$ cat src/rtl/swsfr_pkg.sv
// Shared types and constants for the single-wire sensor frame reader.
package swsfr_pkg;

    // Number of sensor lines served by the reader.
    localparam int NUM_CHANNELS = 7;
    localparam logic [3:0] CHAN_LIMIT = 4'(NUM_CHANNELS);

    // Bits in one sensor frame: four data bytes and a checksum byte.
    localparam logic [5:0] TOTAL_BITS = 6'd40;

    // Configuration register indexes.
    localparam logic [2:0] CFG_START_LOW     = 3'd0;
    localparam logic [2:0] CFG_RELEASE_WAIT  = 3'd1;
    localparam logic [2:0] CFG_SAMPLE_DELAY  = 3'd2;
    localparam logic [2:0] CFG_RESP_TIMEOUT  = 3'd3;
    localparam logic [2:0] CFG_BIT_TIMEOUT   = 3'd4;

    // Reset values of the configuration registers.
    localparam logic [15:0] RST_START_LOW    = 16'd5000;
    localparam logic [15:0] RST_RELEASE_WAIT = 16'd40;
    localparam logic [15:0] RST_SAMPLE_DELAY = 16'd27;
    localparam logic [15:0] RST_RESP_TIMEOUT = 16'd128;
    localparam logic [15:0] RST_BIT_TIMEOUT  = 16'd256;

    // Completion status of a reading.
    typedef enum logic [2:0] {
        ST_OK           = 3'd0,
        ST_NO_RESPONSE  = 3'd1,
        ST_RESP_LOW_TO  = 3'd2,
        ST_RESP_HIGH_TO = 3'd3,
        ST_BIT_TO       = 3'd4,
        ST_CHECKSUM     = 3'd5
    } t_status;

    // Input item: a tick carrying the line level, or a start request.
    typedef struct packed {
        logic       kind;
        logic [2:0] channel;
        logic       line_level;
    } t_in_item;

    // Result item: state of the reader after one input item.
    typedef struct packed {
        logic        drive_low;
        logic        busy_res;
        logic        done_res;
        t_status     status;
        logic [2:0]  failed_byte;
        logic [2:0]  reading_channel;
        logic [15:0] humidity_raw;
        logic [15:0] temperature_raw;
    } t_out_item;

    // Timing configuration seen by the sequencer.
    typedef struct packed {
        logic [15:0] start_low;
        logic [15:0] release_wait;
        logic [15:0] sample_delay;
        logic [15:0] resp_timeout;
        logic [15:0] bit_timeout;
    } t_cfg;

endpackage

$ cat src/rtl/swsfr_engine.sv
// Reading sequencer: phase control, tick counting, bit capture and per-channel word stores.
module swsfr_engine import swsfr_pkg::*; (
    input  logic      i_clk,
    input  logic      i_rst_n,
    input  logic      i_step,
    input  t_in_item  i_item,
    input  t_cfg      i_cfg,
    output t_out_item o_res
);

    typedef enum logic [2:0] {
        PH_IDLE      = 3'd0,
        PH_START_LOW = 3'd1,
        PH_RELEASE   = 3'd2,
        PH_RESP_LOW  = 3'd3,
        PH_RESP_HIGH = 3'd4,
        PH_BIT_RISE  = 3'd5,
        PH_BIT_DELAY = 3'd6,
        PH_BIT_FALL  = 3'd7
    } t_phase;

    t_phase      r_phase, n_phase;
    logic [15:0] r_cnt, n_cnt;
    logic [5:0]  r_bit, n_bit;
    logic [2:0]  r_chan, n_chan;
    logic [39:0] r_frame, n_frame;
    logic [15:0] r_hum  [NUM_CHANNELS];
    logic [15:0] r_temp [NUM_CHANNELS];

    logic        done;
    t_status     status;
    logic [2:0]  fin_byte;
    logic        store_wr;
    logic [15:0] cnt_inc;
    logic [5:0]  bit_inc;
    logic        resp_exp;
    logic        bit_exp;
    logic [7:0]  sum;

    assign cnt_inc  = r_cnt + 16'd1;
    assign bit_inc  = r_bit + 6'd1;
    assign resp_exp = (r_cnt >= i_cfg.resp_timeout);
    assign bit_exp  = (r_cnt >= i_cfg.bit_timeout);
    assign sum      = r_frame[39:32] + r_frame[31:24] + r_frame[23:16] + r_frame[15:8];

    // Next state of the sequencer for one item.
    always_comb begin
        n_phase  = r_phase;
        n_cnt    = r_cnt;
        n_bit    = r_bit;
        n_chan   = r_chan;
        n_frame  = r_frame;
        done     = 1'b0;
        status   = ST_OK;
        fin_byte = 3'd0;
        store_wr = 1'b0;
        if (i_item.kind) begin
            // A start is taken only when idle and on an existing channel.
            if (r_phase == PH_IDLE && {1'b0, i_item.channel} < CHAN_LIMIT) begin
                n_chan  = i_item.channel;
                n_phase = PH_START_LOW;
                n_cnt   = 16'd0;
                n_bit   = 6'd0;
            end
        end else begin
            unique case (r_phase)
                PH_IDLE: begin
                end
                PH_START_LOW: begin
                    n_cnt = cnt_inc;
                    if (cnt_inc >= i_cfg.start_low) begin
                        n_phase = PH_RELEASE;
                        n_cnt   = 16'd0;
                    end
                end
                PH_RELEASE: begin
                    n_cnt = cnt_inc;
                    if (cnt_inc >= i_cfg.release_wait) begin
                        n_cnt = 16'd0;
                        if (i_item.line_level) begin
                            n_phase = PH_IDLE;
                            done    = 1'b1;
                            status  = ST_NO_RESPONSE;
                        end else begin
                            n_phase = PH_RESP_LOW;
                        end
                    end
                end
                PH_RESP_LOW: begin
                    if (i_item.line_level) begin
                        n_phase = PH_RESP_HIGH;
                        n_cnt   = 16'd0;
                    end else if (resp_exp) begin
                        n_phase = PH_IDLE;
                        n_cnt   = 16'd0;
                        done    = 1'b1;
                        status  = ST_RESP_LOW_TO;
                    end else begin
                        n_cnt = cnt_inc;
                    end
                end
                PH_RESP_HIGH: begin
                    if (!i_item.line_level) begin
                        n_phase = PH_BIT_RISE;
                        n_cnt   = 16'd0;
                    end else if (resp_exp) begin
                        n_phase = PH_IDLE;
                        n_cnt   = 16'd0;
                        done    = 1'b1;
                        status  = ST_RESP_HIGH_TO;
                    end else begin
                        n_cnt = cnt_inc;
                    end
                end
                PH_BIT_RISE: begin
                    if (i_item.line_level) begin
                        n_phase = PH_BIT_DELAY;
                        n_cnt   = 16'd0;
                    end else if (bit_exp) begin
                        n_phase  = PH_IDLE;
                        n_cnt    = 16'd0;
                        done     = 1'b1;
                        status   = ST_BIT_TO;
                        fin_byte = r_bit[5:3];
                    end else begin
                        n_cnt = cnt_inc;
                    end
                end
                PH_BIT_DELAY: begin
                    n_cnt = cnt_inc;
                    if (cnt_inc >= i_cfg.sample_delay) begin
                        // Bits arrive MSB first, so the frame is a plain shift line.
                        n_frame = {r_frame[38:0], i_item.line_level};
                        n_phase = PH_BIT_FALL;
                        n_cnt   = 16'd0;
                    end
                end
                PH_BIT_FALL: begin
                    if (!i_item.line_level) begin
                        n_bit = bit_inc;
                        n_cnt = 16'd0;
                        if (bit_inc >= TOTAL_BITS) begin
                            n_phase = PH_IDLE;
                            done    = 1'b1;
                            if (sum != r_frame[7:0]) begin
                                status = ST_CHECKSUM;
                            end else begin
                                status   = ST_OK;
                                store_wr = 1'b1;
                            end
                        end else begin
                            n_phase = PH_BIT_RISE;
                        end
                    end else if (bit_exp) begin
                        n_phase  = PH_IDLE;
                        n_cnt    = 16'd0;
                        done     = 1'b1;
                        status   = ST_BIT_TO;
                        fin_byte = r_bit[5:3];
                    end else begin
                        n_cnt = cnt_inc;
                    end
                end
                default: begin
                    n_phase = PH_IDLE;
                end
            endcase
        end
    end

    // Result of the item, showing the state after it.
    always_comb begin
        o_res.drive_low       = (n_phase == PH_START_LOW);
        o_res.busy_res        = (n_phase != PH_IDLE);
        o_res.done_res        = done;
        o_res.status          = status;
        o_res.failed_byte     = fin_byte;
        o_res.reading_channel = n_chan;
        o_res.humidity_raw    = store_wr ? r_frame[39:24] : r_hum[n_chan];
        o_res.temperature_raw = store_wr ? r_frame[23:8]  : r_temp[n_chan];
    end

    // Control state and channel word stores.
    always_ff @(posedge i_clk) begin
        if (!i_rst_n) begin
            r_phase <= PH_IDLE;
            r_cnt   <= 16'd0;
            r_bit   <= 6'd0;
            r_chan  <= 3'd0;
            for (int i = 0; i < NUM_CHANNELS; i++) begin
                r_hum[i]  <= 16'd0;
                r_temp[i] <= 16'd0;
            end
        end else if (i_step) begin
            r_phase <= n_phase;
            r_cnt   <= n_cnt;
            r_bit   <= n_bit;
            r_chan  <= n_chan;
            if (store_wr) begin
                r_hum[r_chan]  <= r_frame[39:24];
                r_temp[r_chan] <= r_frame[23:8];
            end
        end
    end

    // Received frame bits; every bit is written before the frame is checked.
    always_ff @(posedge i_clk) begin
        if (i_step) begin
            r_frame <= n_frame;
        end
    end

    // A finished reading always leaves the sequencer idle.
    a_done_to_idle: assert property (@(posedge i_clk) disable iff (!i_rst_n)
        i_step && o_res.done_res |=> r_phase == PH_IDLE)
        else $error("reading finished but sequencer not idle");

    // The bit index never runs past the end of the frame.
    a_bit_range: assert property (@(posedge i_clk) disable iff (!i_rst_n)
        r_bit <= TOTAL_BITS)
        else $error("bit index beyond frame length");

    // A nonzero status is only reported with a finished reading.
    a_status_done: assert property (@(posedge i_clk) disable iff (!i_rst_n)
        o_res.status != ST_OK |-> o_res.done_res)
        else $error("status reported without completion");

    // Words are stored only on a good frame, which also ends the reading.
    a_store_ok: assert property (@(posedge i_clk) disable iff (!i_rst_n)
        store_wr |-> done && status == ST_OK && r_phase == PH_BIT_FALL)
        else $error("store update outside a good frame");

endmodule

$ cat config.mk
export PLATFORM = sky130hd
export DESIGN_NAME = swsfr_engine
export DESIGN_NICKNAME = d
export VERILOG_FILES = /design/src/rtl/swsfr_pkg.sv /design/src/rtl/swsfr_engine.sv
export SDC_FILE = /design/constraint.sdc
export NUM_CORES = 1
export LEC_CHECK = 0
export CORE_ASPECT_RATIO = 1.2
export CORE_MARGIN = 1
export CORE_UTILIZATION = 50
export DETAILED_ROUTE_END_ITERATION = 7
export DONT_BUFFER_PORTS = 1
export PLACE_DENSITY_LB_ADDON = 0.3
export SETUP_SLACK_MARGIN = 0.2
export SLEW_MARGIN = 20
export SYNTH_ARGS = -nofsm -noshare
export SYNTH_HDL_FRONTEND = slang
export SYNTH_SLANG_ARGS = --single-unit
$ cat constraint.sdc
create_clock -name i_clk -period 6.3 [get_ports i_clk]
set_input_delay 1.26 -clock i_clk [delete_from_list [all_inputs] [get_ports i_clk]]
set_output_delay 1.26 -clock i_clk [all_outputs]
set_load 0.1 [all_outputs]
==> impl_metrics.env, run 1 <==
export IMPL_status="complete, no violations"
export IMPL_dp_hpwl_um=28790
export IMPL_holdWs_ps=462.0
export IMPL_cellPowerDensity_nw_per_um2=271.3
export IMPL_yosys_warnings=0
export IMPL_grt_pass1_vias=13220
export IMPL_synthArstFlopShare_pct=0
export IMPL_layout_drive_gt1_share_pct=11.26
export IMPL_synth_avg_cell_area_um2=9.857
export IMPL_synth_top_cell_area_share_pct=45.65
export IMPL_critical_path_top_delay_family="adder cells"
export IMPL_die_x_um=172.1
export IMPL_cp_slowest_stage_delay_ps=560
export IMPL_finalCriticalPeriod_ps=5916
export IMPL_grt_overflow=0
export IMPL_die_area_um2=35490
export IMPL_critPathArrivalTime_ps=4660
export IMPL_syn_to_final_growth_pct=15.91
export IMPL_multiInputGateArea_um2=7676
export IMPL_critPathLaunchType="register"
export IMPL_avgRoutedWirePerCell_um=20.56
export IMPL_clock_sinks=324
export IMPL_yosysSeqAreaShare_pct=52.56
export IMPL_ys_top_cells_by_count="nand2_1 (397), edfxtp_1 (264), and2_1 (162)"
export IMPL_diodes=0
export IMPL_htreeDepth=2
export IMPL_vdd_drop_max_mv=0.1737
export IMPL_max_slew_worst_pin_slew_ps=989.3
export IMPL_gp_congestion=0.8972
export IMPL_nets=1990
export IMPL_root_buffer="clkbuf_16"
export IMPL_grt_max_degree=76
export IMPL_routed_wl_um=46810
export IMPL_cp_max_fo=16
export IMPL_cap_violations=0
export IMPL_post_route_drc_count=0
export IMPL_ios=132
export IMPL_register_area_um2=9131
export IMPL_port_buffers=0
export IMPL_drt_iter0_markers=1124
export IMPL_yosysMostFrequentCell="nand2_1"
export IMPL_clock_path_buffers=3
export IMPL_numCtsBuffers=34
export IMPL_fmax_ghz=0.1690
export IMPL_syn_num_nets=1954
export IMPL_skew_ps=23.02
export IMPL_regToRegSetupSlack_ps=860
export IMPL_finalCritPeriodShare_pct=93.91
export IMPL_synth_enable_flop_cells=264
export IMPL_synth_main_ff_cell="edfxtp_1"
export IMPL_drt_pass1_iter_count=5
export IMPL_crit_path_end_kind="primary output"
export IMPL_yosysTopAreaCell="edfxtp_1"
export IMPL_grt_pass1_wl_um=72610
export IMPL_cts_tree="done"
export IMPL_p_leak_nw=8.381
export IMPL_cp_cell_sequence="fa_1 > inv_1 > fa_1 > inv_1 > ha_1 > fa_2 > a21o_1 > a21oi_2 > o21ai_1 > xnor2_1 > nand4_1 > nor3_4 > buf_4 > buf_12 > nand2_1 > o21ai_2 > buf_12"
export IMPL_power_mw=5.462
export IMPL_required_ps=5040
export IMPL_relSlewSlack_pct=34.28
export IMPL_cp_num_buf_inv=5
export IMPL_synthTopCellsByArea="edfxtp_1 (46%), nand2_1 (8.6%), dfxtp_1 (6.9%), ha_1 (6.5%), and2_1 (5.8%)"
export IMPL_vias=13210
export IMPL_hold_viol=0
export IMPL_slowest_stage="fa_1"
export IMPL_crit_type="reg2out"
export IMPL_synth_seq_cells=324
export IMPL_initial_core_util_pct=50.83
export IMPL_track_usage_pct=27.05
export IMPL_placedCellCount=2206
export IMPL_rsz0062_at_grt="false"
export IMPL_drt_vias_per_instance=5.800
export IMPL_cts_hold_fix_buffers=0
export IMPL_finalSetupViolations=0
export IMPL_clk_pin_slew_ps=60
export IMPL_grt_antenna_before_repair=0
export IMPL_instances_no_fill=2277
export IMPL_clock_latency_ps=520
export IMPL_postSynthCellCount=1762
export IMPL_ant_nets=0
export IMPL_core_area_um2=34170
export IMPL_die_y_um=206.2
export IMPL_synth_area_um2=17370
export IMPL_num_rows=74
export IMPL_fill_cells=2799
export IMPL_slew_viol_final=0
export IMPL_synth_distinct_cells=61
export IMPL_hp_class="reg2reg"
==> worst register-to-register path, stage by stage (launching register included) <==
cell	delay, ps
edfxtp_1	420
fa_1	560
inv_1	60
fa_1	500
inv_1	40
ha_1	230
fa_2	360
a21o_1	200
a21oi_2	170
o21ai_1	120
xnor2_1	180
nand4_1	240
buf_4	230
nor3_4	640
nand2_1	200
nor2_4	400
buf_4	490
==> repair_timing <==
action                     in CTS  in global routing
gates resized for setup         4                  8
gates cloned                    2                  1
pin swaps                       2                  3
setup endpoints to repair      33                 35
buffers inserted                7                  2
==> placed cells by master, fill, tap and decap left out, types with 4 or more instances in the layout <==
cell / n
nor2b_1: 9
a31oi_1: 6
xor2_1: 7
nand3_1: 151
nor2_2: 7
clkbuf_16: 36
nand4_1: 39
o2111ai_1: 6
nor2_1: 46
and2_1: 162
dfxtp_1: 58
fa_1: 13
nor3_1: 10
clkbuf_1: 10
inv_1: 128
o21a_1: 4
a21oi_1: 32
nand2b_1: 8
edfxtp_1: 264
clkinv_1: 4
bufinv_16: 4
o211ai_1: 8
a21o_1: 8
nor4_1: 5
ha_1: 90
mux2i_1: 36
a211oi_1: 12
o21ai_0: 25
a32o_1: 10
buf_12: 35
buf_4: 51
o21ai_2: 32
and3_1: 12
xnor2_1: 21
and4_1: 5
nand2_1: 397
==> final cells by class <==
cell class | instances | share of cell area [%]
Clock inverter | 12 | 0.8018
Sequential cell | 324 | 45.36
Clock buffer | 47 | 4.674
Multi-Input combinational cell | 1220 | 38.13
Inverter | 129 | 2.418
Timing Repair Buffer | 89 | 5.780
Tap cell | 456 | 2.834
==> metrics by stage <==
step                instance area, um2  utilization [%]  setup TNS (ps)  setup slack, ps
floorplan                        17370                -           -9578           -475.6
global placement                 18830            55.11               0            675.9
detailed placement               18830            55.11               0            520.1
CTS                              20060            58.72               0            253.4
global route                     20130            58.92               0            174.0
finish                           20130            58.92               0            383.9
==> where the power goes <==
group          switching (mW)  leakage (nW)  internal (mW)
sequential             0.0252          2.89           2.37
clock                   0.806         0.533           1.21
combinational           0.733          4.96          0.325
==> logic make-up after synthesis <==
logic type	Yosys count	synth area share [%]
xor+xnor	29	1.462
simple gates	874	24.21
mux	37	2.132
fa+ha+maj	104	8.097
compound gates	176	6.527
flops	324	52.56
buf+inv	218	5.007
==> sequential cells by signal (all words and copies together), names as in the netlist <==
register,count
r_bit,6
r_chan,3
r_cnt,16
r_frame,40
r_hum,128
r_phase,3
r_temp,128
==> layer usage <==
| layer | vias to the layer above | global-route usage [%] | routed length, um |
|---|---|---|---|
| met2 | 573 | 46.98 | 23330 |
| met1 | 6347 | 32.29 | 17730 |
| met5 | - | 0 | 0 |
| met3 | 118 | 5.726 | 4005 |
| li1 | 6168 | - | - |
| met4 | 0 | 11.28 | 1742 |
==> worst paths after layout <==
check / start / to / cells past startpoint
setup reg to reg: r_frame[9] / r_temp[7][6] / 16
setup / recovery: r_frame[9] / o_res[17] / 17
hold / removal: r_temp[6][2] / r_temp[6][2] / 2
hold reg to reg: r_temp[6][2] / r_temp[6][2] / 2
Note: power is estimated with default switching activity, not from simulation.
==> run 2, diff against run 1 <==
--- a/config.mk
+++ b/config.mk
@@ -8,6 +8,7 @@
 export CORE_ASPECT_RATIO = 1.2
 export CORE_MARGIN = 1
 export CORE_UTILIZATION = 50
+export CTS_CLUSTER_DIAMETER = 150
 export DETAILED_ROUTE_END_ITERATION = 7
 export DONT_BUFFER_PORTS = 1
 export PLACE_DENSITY_LB_ADDON = 0.3
==> constraint.sdc (replaced) <==
create_clock -name i_clk -period 6.3 [get_ports i_clk]
set_input_delay 0.63 -clock i_clk [delete_from_list [all_inputs] [get_ports i_clk]]
set_output_delay 0.63 -clock i_clk [all_outputs]
set_load 0.1 [all_outputs]
==> run 2 against run 1 <==
Total power shrank 4.0%. Setup slack gained 170 ps. Combinational power shrank 9%. Critical path type unchanged. Critical endpoint is now o_res[4]. Largest power group unchanged.
==> impl_metrics.env, run 2 (synthesis results as in run 1) <==
export IMPL_root_buffer="clkbuf_16"
export IMPL_grt_pass1_wl_um=70750
export IMPL_die_x_um=172.1
export IMPL_hp_class="in2reg"
export IMPL_track_usage_pct=26.31
export IMPL_grt_max_degree=88
export IMPL_die_y_um=206.2
export IMPL_clock_latency_ps=530
export IMPL_ant_nets=0
export IMPL_skew_ps=26.55
export IMPL_grt_overflow=0
export IMPL_drt_iter0_markers=1454
export IMPL_gp_congestion=0.8872
export IMPL_slew_viol_final=0
export IMPL_die_area_um2=35490
export IMPL_layout_drive_gt1_share_pct=9.794
export IMPL_num_rows=74
export IMPL_clock_sinks=324
export IMPL_cp_num_buf_inv=4
export IMPL_p_sw_share_pct=30.04
export IMPL_clock_path_buffers=3
export IMPL_numCtsBuffers=34
export IMPL_crit_path_end_kind="primary output"
export IMPL_routed_wl_um=45390
export IMPL_register_area_um2=9129
export IMPL_dp_hpwl_um=29470
export IMPL_cap_violations=0
export IMPL_required_ps=5670
export IMPL_diodes=0
export IMPL_relSlewSlack_pct=25.23
export IMPL_max_slew_worst_pin_slew_ps=1121
export IMPL_p_int_mw=3.669
export IMPL_final_common_cell="nand2_1"
export IMPL_power_mw=5.244
export IMPL_hold_viol=0
export IMPL_reg_top3="r_hum (128), r_temp (128), r_frame (40)"
export IMPL_avgRoutedWirePerCell_um=20.15
export IMPL_multiInputGateArea_um2=7635
export IMPL_grt_pass1_vias=12760
export IMPL_syn_to_final_growth_pct=12.77
export IMPL_htreeDepth=2
export IMPL_path_depth=16
export IMPL_grt_antenna_before_repair=0
export IMPL_nets=1963
export IMPL_rsz0062_at_grt="false"
export IMPL_post_route_drc_count=0
export IMPL_final_cell_mix="nand2_1 (397), edfxtp_1 (264), and2_1 (162)"
export IMPL_port_buffers=0
export IMPL_setup_ws_ps=551.8
export IMPL_cts_setup_buffers=0
export IMPL_slowest_stage="fa_1"
export IMPL_p_comb_share_pct=18.4
export IMPL_finalCriticalPeriod_ps=5748
export IMPL_cp_slowest_stage_delay_ps=580
export IMPL_critPathLaunchType="register"
export IMPL_holdWs_ps=198.3
export IMPL_p_leak_nw=8.123
export IMPL_place_ws_ps=1008
export IMPL_critPathArrivalTime_ps=5120
export IMPL_cp_max_fo=65
export IMPL_cellPowerDensity_nw_per_um2=267.8
export IMPL_status="complete, no violations"
export IMPL_ios=132
export IMPL_initial_core_util_pct=50.83
export IMPL_drt_pass1_iter_count=5
export IMPL_clkPwrFrac_pct=36.0
export IMPL_cp_cell_sequence="fa_1 > inv_1 > fa_1 > inv_1 > ha_1 > fa_1 > a21o_1 > a21oi_1 > o21ai_0 > xnor2_1 > nand4_1 > nor3_2 > buf_12 > nand2_1 > o21ai_2 > buf_4"
export IMPL_drt_vias_per_instance=5.778
export IMPL_p_sw_mw=1.575
export IMPL_core_area_um2=34170
export IMPL_seq_power_share_pct=45.6
export IMPL_finalCritPeriodShare_pct=91.24
export IMPL_fill_cells=2881
export IMPL_vdd_drop_max_mv=0.1700
export IMPL_timing_critical_path_mode_cell="fa_1"
export IMPL_whs_path_depth=1
export IMPL_cts_tree="done"
export IMPL_vias=13020
export IMPL_clk_pin_slew_ps=70
export IMPL_fmax_ghz=0.1740
export IMPL_finalSetupViolations=0
export IMPL_reg2reg_depth=15
export IMPL_crit_type="reg2out"
export IMPL_critical_path_top_delay_family="adder cells"
[run 2: final timing paths]
path,from,to,slack (ps)
worst max-delay path,r_frame[9],o_res[4],550
worst min-delay path,i_step,r_chan[2],200
worst max register to register,r_frame[9],r_temp[3][6],990
worst min register to register,r_hum[6][9],r_hum[6][9],460
[run 2: power by group through the flow]
| stage | registers (mW) | clock network [mW] | logic [mW] |
|---|---|---|---|
| after floorplan | 2.43 | 0 | 0.680 |
| after CTS | 2.39 | 1.91 | 0.969 |
| final | 2.39 | 1.89 | 0.964 |
| after global placement | 2.43 | 0 | 0.955 |
| after global routing | 2.40 | 1.99 | 1.02 |
| after detailed placement | 2.44 | 0 | 0.966 |
[run 2: per-stage QoR]
stage               std cells  util [%]  TNS [ps]  instance area [um2]
detailed placement       2191     54.24         0                18530
global route             2253     57.32         0                19590
floorplan                1762         -     -6137                17370
finish                   2253     57.32         0                19590
CTS                      2253     57.28         0                19570
global placement         2191     54.24         0                18530
[run 2: timing repair]
action | CTS | global route
resized for setup | 0 | 1
setup endpoints to repair | 0 | 1
hold buffers | 0 | 0
[run 2: area by class of cell]
cell class	count	area share, %
Clock buffer	47	4.804
Multi-Input combinational cell	1220	38.98
Inverter	129	2.485
Timing Repair Buffer	62	3.693
Sequential cell	324	46.61
Clock inverter	15	0.5111
Tap cell	456	2.913
[run 2: routing by layer]
metal / share of wire (%) / GRT usage, % / wire length [um] / up-vias
met3: 8.1 / 5.745 / 3669 / 79
met1: 39 / 32.18 / 17690 / 6269
met4: 2.8 / 9.071 / 1286 / 0
li1: - / - / - / 6111
met5: 0 / 0 / 0 / -
met2: 50 / 45.55 / 22750 / 558
==> run 3, diff against run 2 <==
--- a/config.mk
+++ b/config.mk
@@ -11,6 +11,7 @@
 export CTS_CLUSTER_DIAMETER = 150
 export DETAILED_ROUTE_END_ITERATION = 7
 export DONT_BUFFER_PORTS = 1
+export MAX_ROUTING_LAYER = met4
 export PLACE_DENSITY_LB_ADDON = 0.3
 export SETUP_SLACK_MARGIN = 0.2
 export SLEW_MARGIN = 20
==> run 3 against run 2 <==
Register-to-register slack lost 20 ps. Clock power grew 7%. Clock skew grew 7.2 ps. Sequential power is essentially flat. Maximum frequency shrank 2.0%. Global-route usage grew 0.73 points. Utilization grew 0.26 points. Critical path depth is the same. Total power grew 2.7%. Sequential share of layout area shrank 0.21 points. Die area is the same.
==> impl_metrics.env, run 3 (synthesis results as in run 1) <==
export IMPL_status="complete, no violations"
export IMPL_nets=1962
export IMPL_cts_hold_fix_buffers=0
export IMPL_layout_drive_gt1_share_pct=9.694
export IMPL_holdWs_ps=202.7
export IMPL_critPathArrivalTime_ps=5240
export IMPL_finalCritPeriodShare_pct=93.11
export IMPL_finalSetupTns_ps=0
export IMPL_post_route_drc_count=0
export IMPL_regToRegSetupSlack_ps=970
export IMPL_hp_class="in2reg"
export IMPL_crit_type="reg2out"
export IMPL_power_mw=5.387
export IMPL_cp_max_fo=65
export IMPL_setup_ws_ps=434.1
export IMPL_instances_no_fill=2251
export IMPL_final_cell_mix="nand2_1 (397), edfxtp_1 (264), and2_1 (162)"
export IMPL_reg_top3="r_hum (128), r_temp (128), r_frame (40)"
export IMPL_grt_max_degree=86
export IMPL_ant_nets=0
export IMPL_die_y_um=206.2
export IMPL_clk_pin_slew_ps=70
export IMPL_final_area_um2=19670
export IMPL_slew_viol_final=0
export IMPL_crit_path_end_kind="primary output"
export IMPL_die_x_um=172.1
export IMPL_vias=13110
export IMPL_num_rows=74
export IMPL_max_slew_worst_pin_slew_ps=1125
export IMPL_grt_overflow=0
export IMPL_post_route_util_pct=57.58
export IMPL_drt_pass1_iter_count=5
export IMPL_port_buffers=0
export IMPL_place_ws_ps=1004
export IMPL_ios=132
export IMPL_cellPowerDensity_nw_per_um2=273.8
export IMPL_fmax_ghz=0.1705
export IMPL_gp_congestion=0.9051
export IMPL_drt_vias_per_instance=5.824
export IMPL_dp_hpwl_um=29320
export IMPL_vdd_drop_max_mv=0.2292
export IMPL_placedCellCount=2190
export IMPL_skew_ps=33.79
export IMPL_root_buffer="clkbuf_16"
export IMPL_final_common_cell="nand2_1"
export IMPL_avgRoutedWirePerCell_um=20.41
export IMPL_cts_tree="done"
export IMPL_post_dp_cell_area_um2=18540
export IMPL_finalSetupViolations=0
export IMPL_grt_pass1_vias=12980
export IMPL_initial_core_util_pct=50.83
export IMPL_clock_path_buffers=3
export IMPL_drt_iter0_markers=1228
export IMPL_htreeDepth=2
export IMPL_required_ps=5670
export IMPL_routed_wl_um=45950
export IMPL_track_usage_pct=27.04
export IMPL_core_area_um2=34170
export IMPL_cap_violations=0
export IMPL_rsz0062_at_grt="true"
export IMPL_p_leak_nw=8.158
export IMPL_critPathLaunchType="register"
export IMPL_diodes=0
export IMPL_die_area_um2=35490
export IMPL_clock_latency_ps=540
export IMPL_cts_setup_buffers=0
export IMPL_numCtsBuffers=34
export IMPL_grt_antenna_before_repair=0
export IMPL_grt_pass1_wl_um=71020
export IMPL_relSlewSlack_pct=24.96
export IMPL_finalCriticalPeriod_ps=5866
export IMPL_hold_viol=0
export IMPL_syn_to_final_growth_pct=13.27
export IMPL_clock_sinks=324
export IMPL_fill_cells=2819
==> run 3: path summary, 6_finish.rpt <==
path,startpoint,end,depth (start not counted)
hold reg to reg,r_hum[6][13],r_hum[6][13],2
hold / removal,i_step,r_chan[2],1
setup / recovery,r_frame[9],o_res[4],16
setup reg to reg,r_frame[9],r_temp[3][6],15
==> run 3: final cells by class <==
type / instances / area, um2 / share of cell area (%)
flip-flops and latches: 324 / 9129 / 46.40
multi-input cells: 1220 / 7640 / 38.83
clock buffers: 49 / 958.4 / 4.872
repair buffers: 61 / 728.2 / 3.702
well taps: 456 / 570.5 / 2.900
inverters: 129 / 486.7 / 2.474
clock inverters: 12 / 160.2 / 0.8141
==> run 3: worst max-delay path, stage by stage (launching register included) <==
cell and delay [ps]:
edfxtp_1 520, fa_1 580, inv_1 60, fa_1 510, inv_1 40, ha_1 230
fa_1 430, a21o_1 190, a21oi_1 200, o21ai_0 140, xnor2_1 180, nand4_1 300
nor3_4 280, buf_12 300, nand2_1 130, o21ai_2 100, buf_4 320
==> run 3: report_power, final <==
group	internal (mW)	switching [mW]	total, mW
Sequential	2.36	0.0262	2.39
Clock	1.19	0.840	2.03
Combinational	0.248	0.719	0.967
==> run 3: metal layers <==
layer  wire length, um  GRT usage, %
met1             18630         32.41
met2             22730         45.52
met3              3064         4.347
met4              1522         10.46
met5                 0             -
==> run 3: what timing repair did <==
item / in CTS / in global routing
gates resized for setup: 0 / 2
endpoints found under the hold margin: 0 / 0
endpoints found under the setup margin: 0 / 4
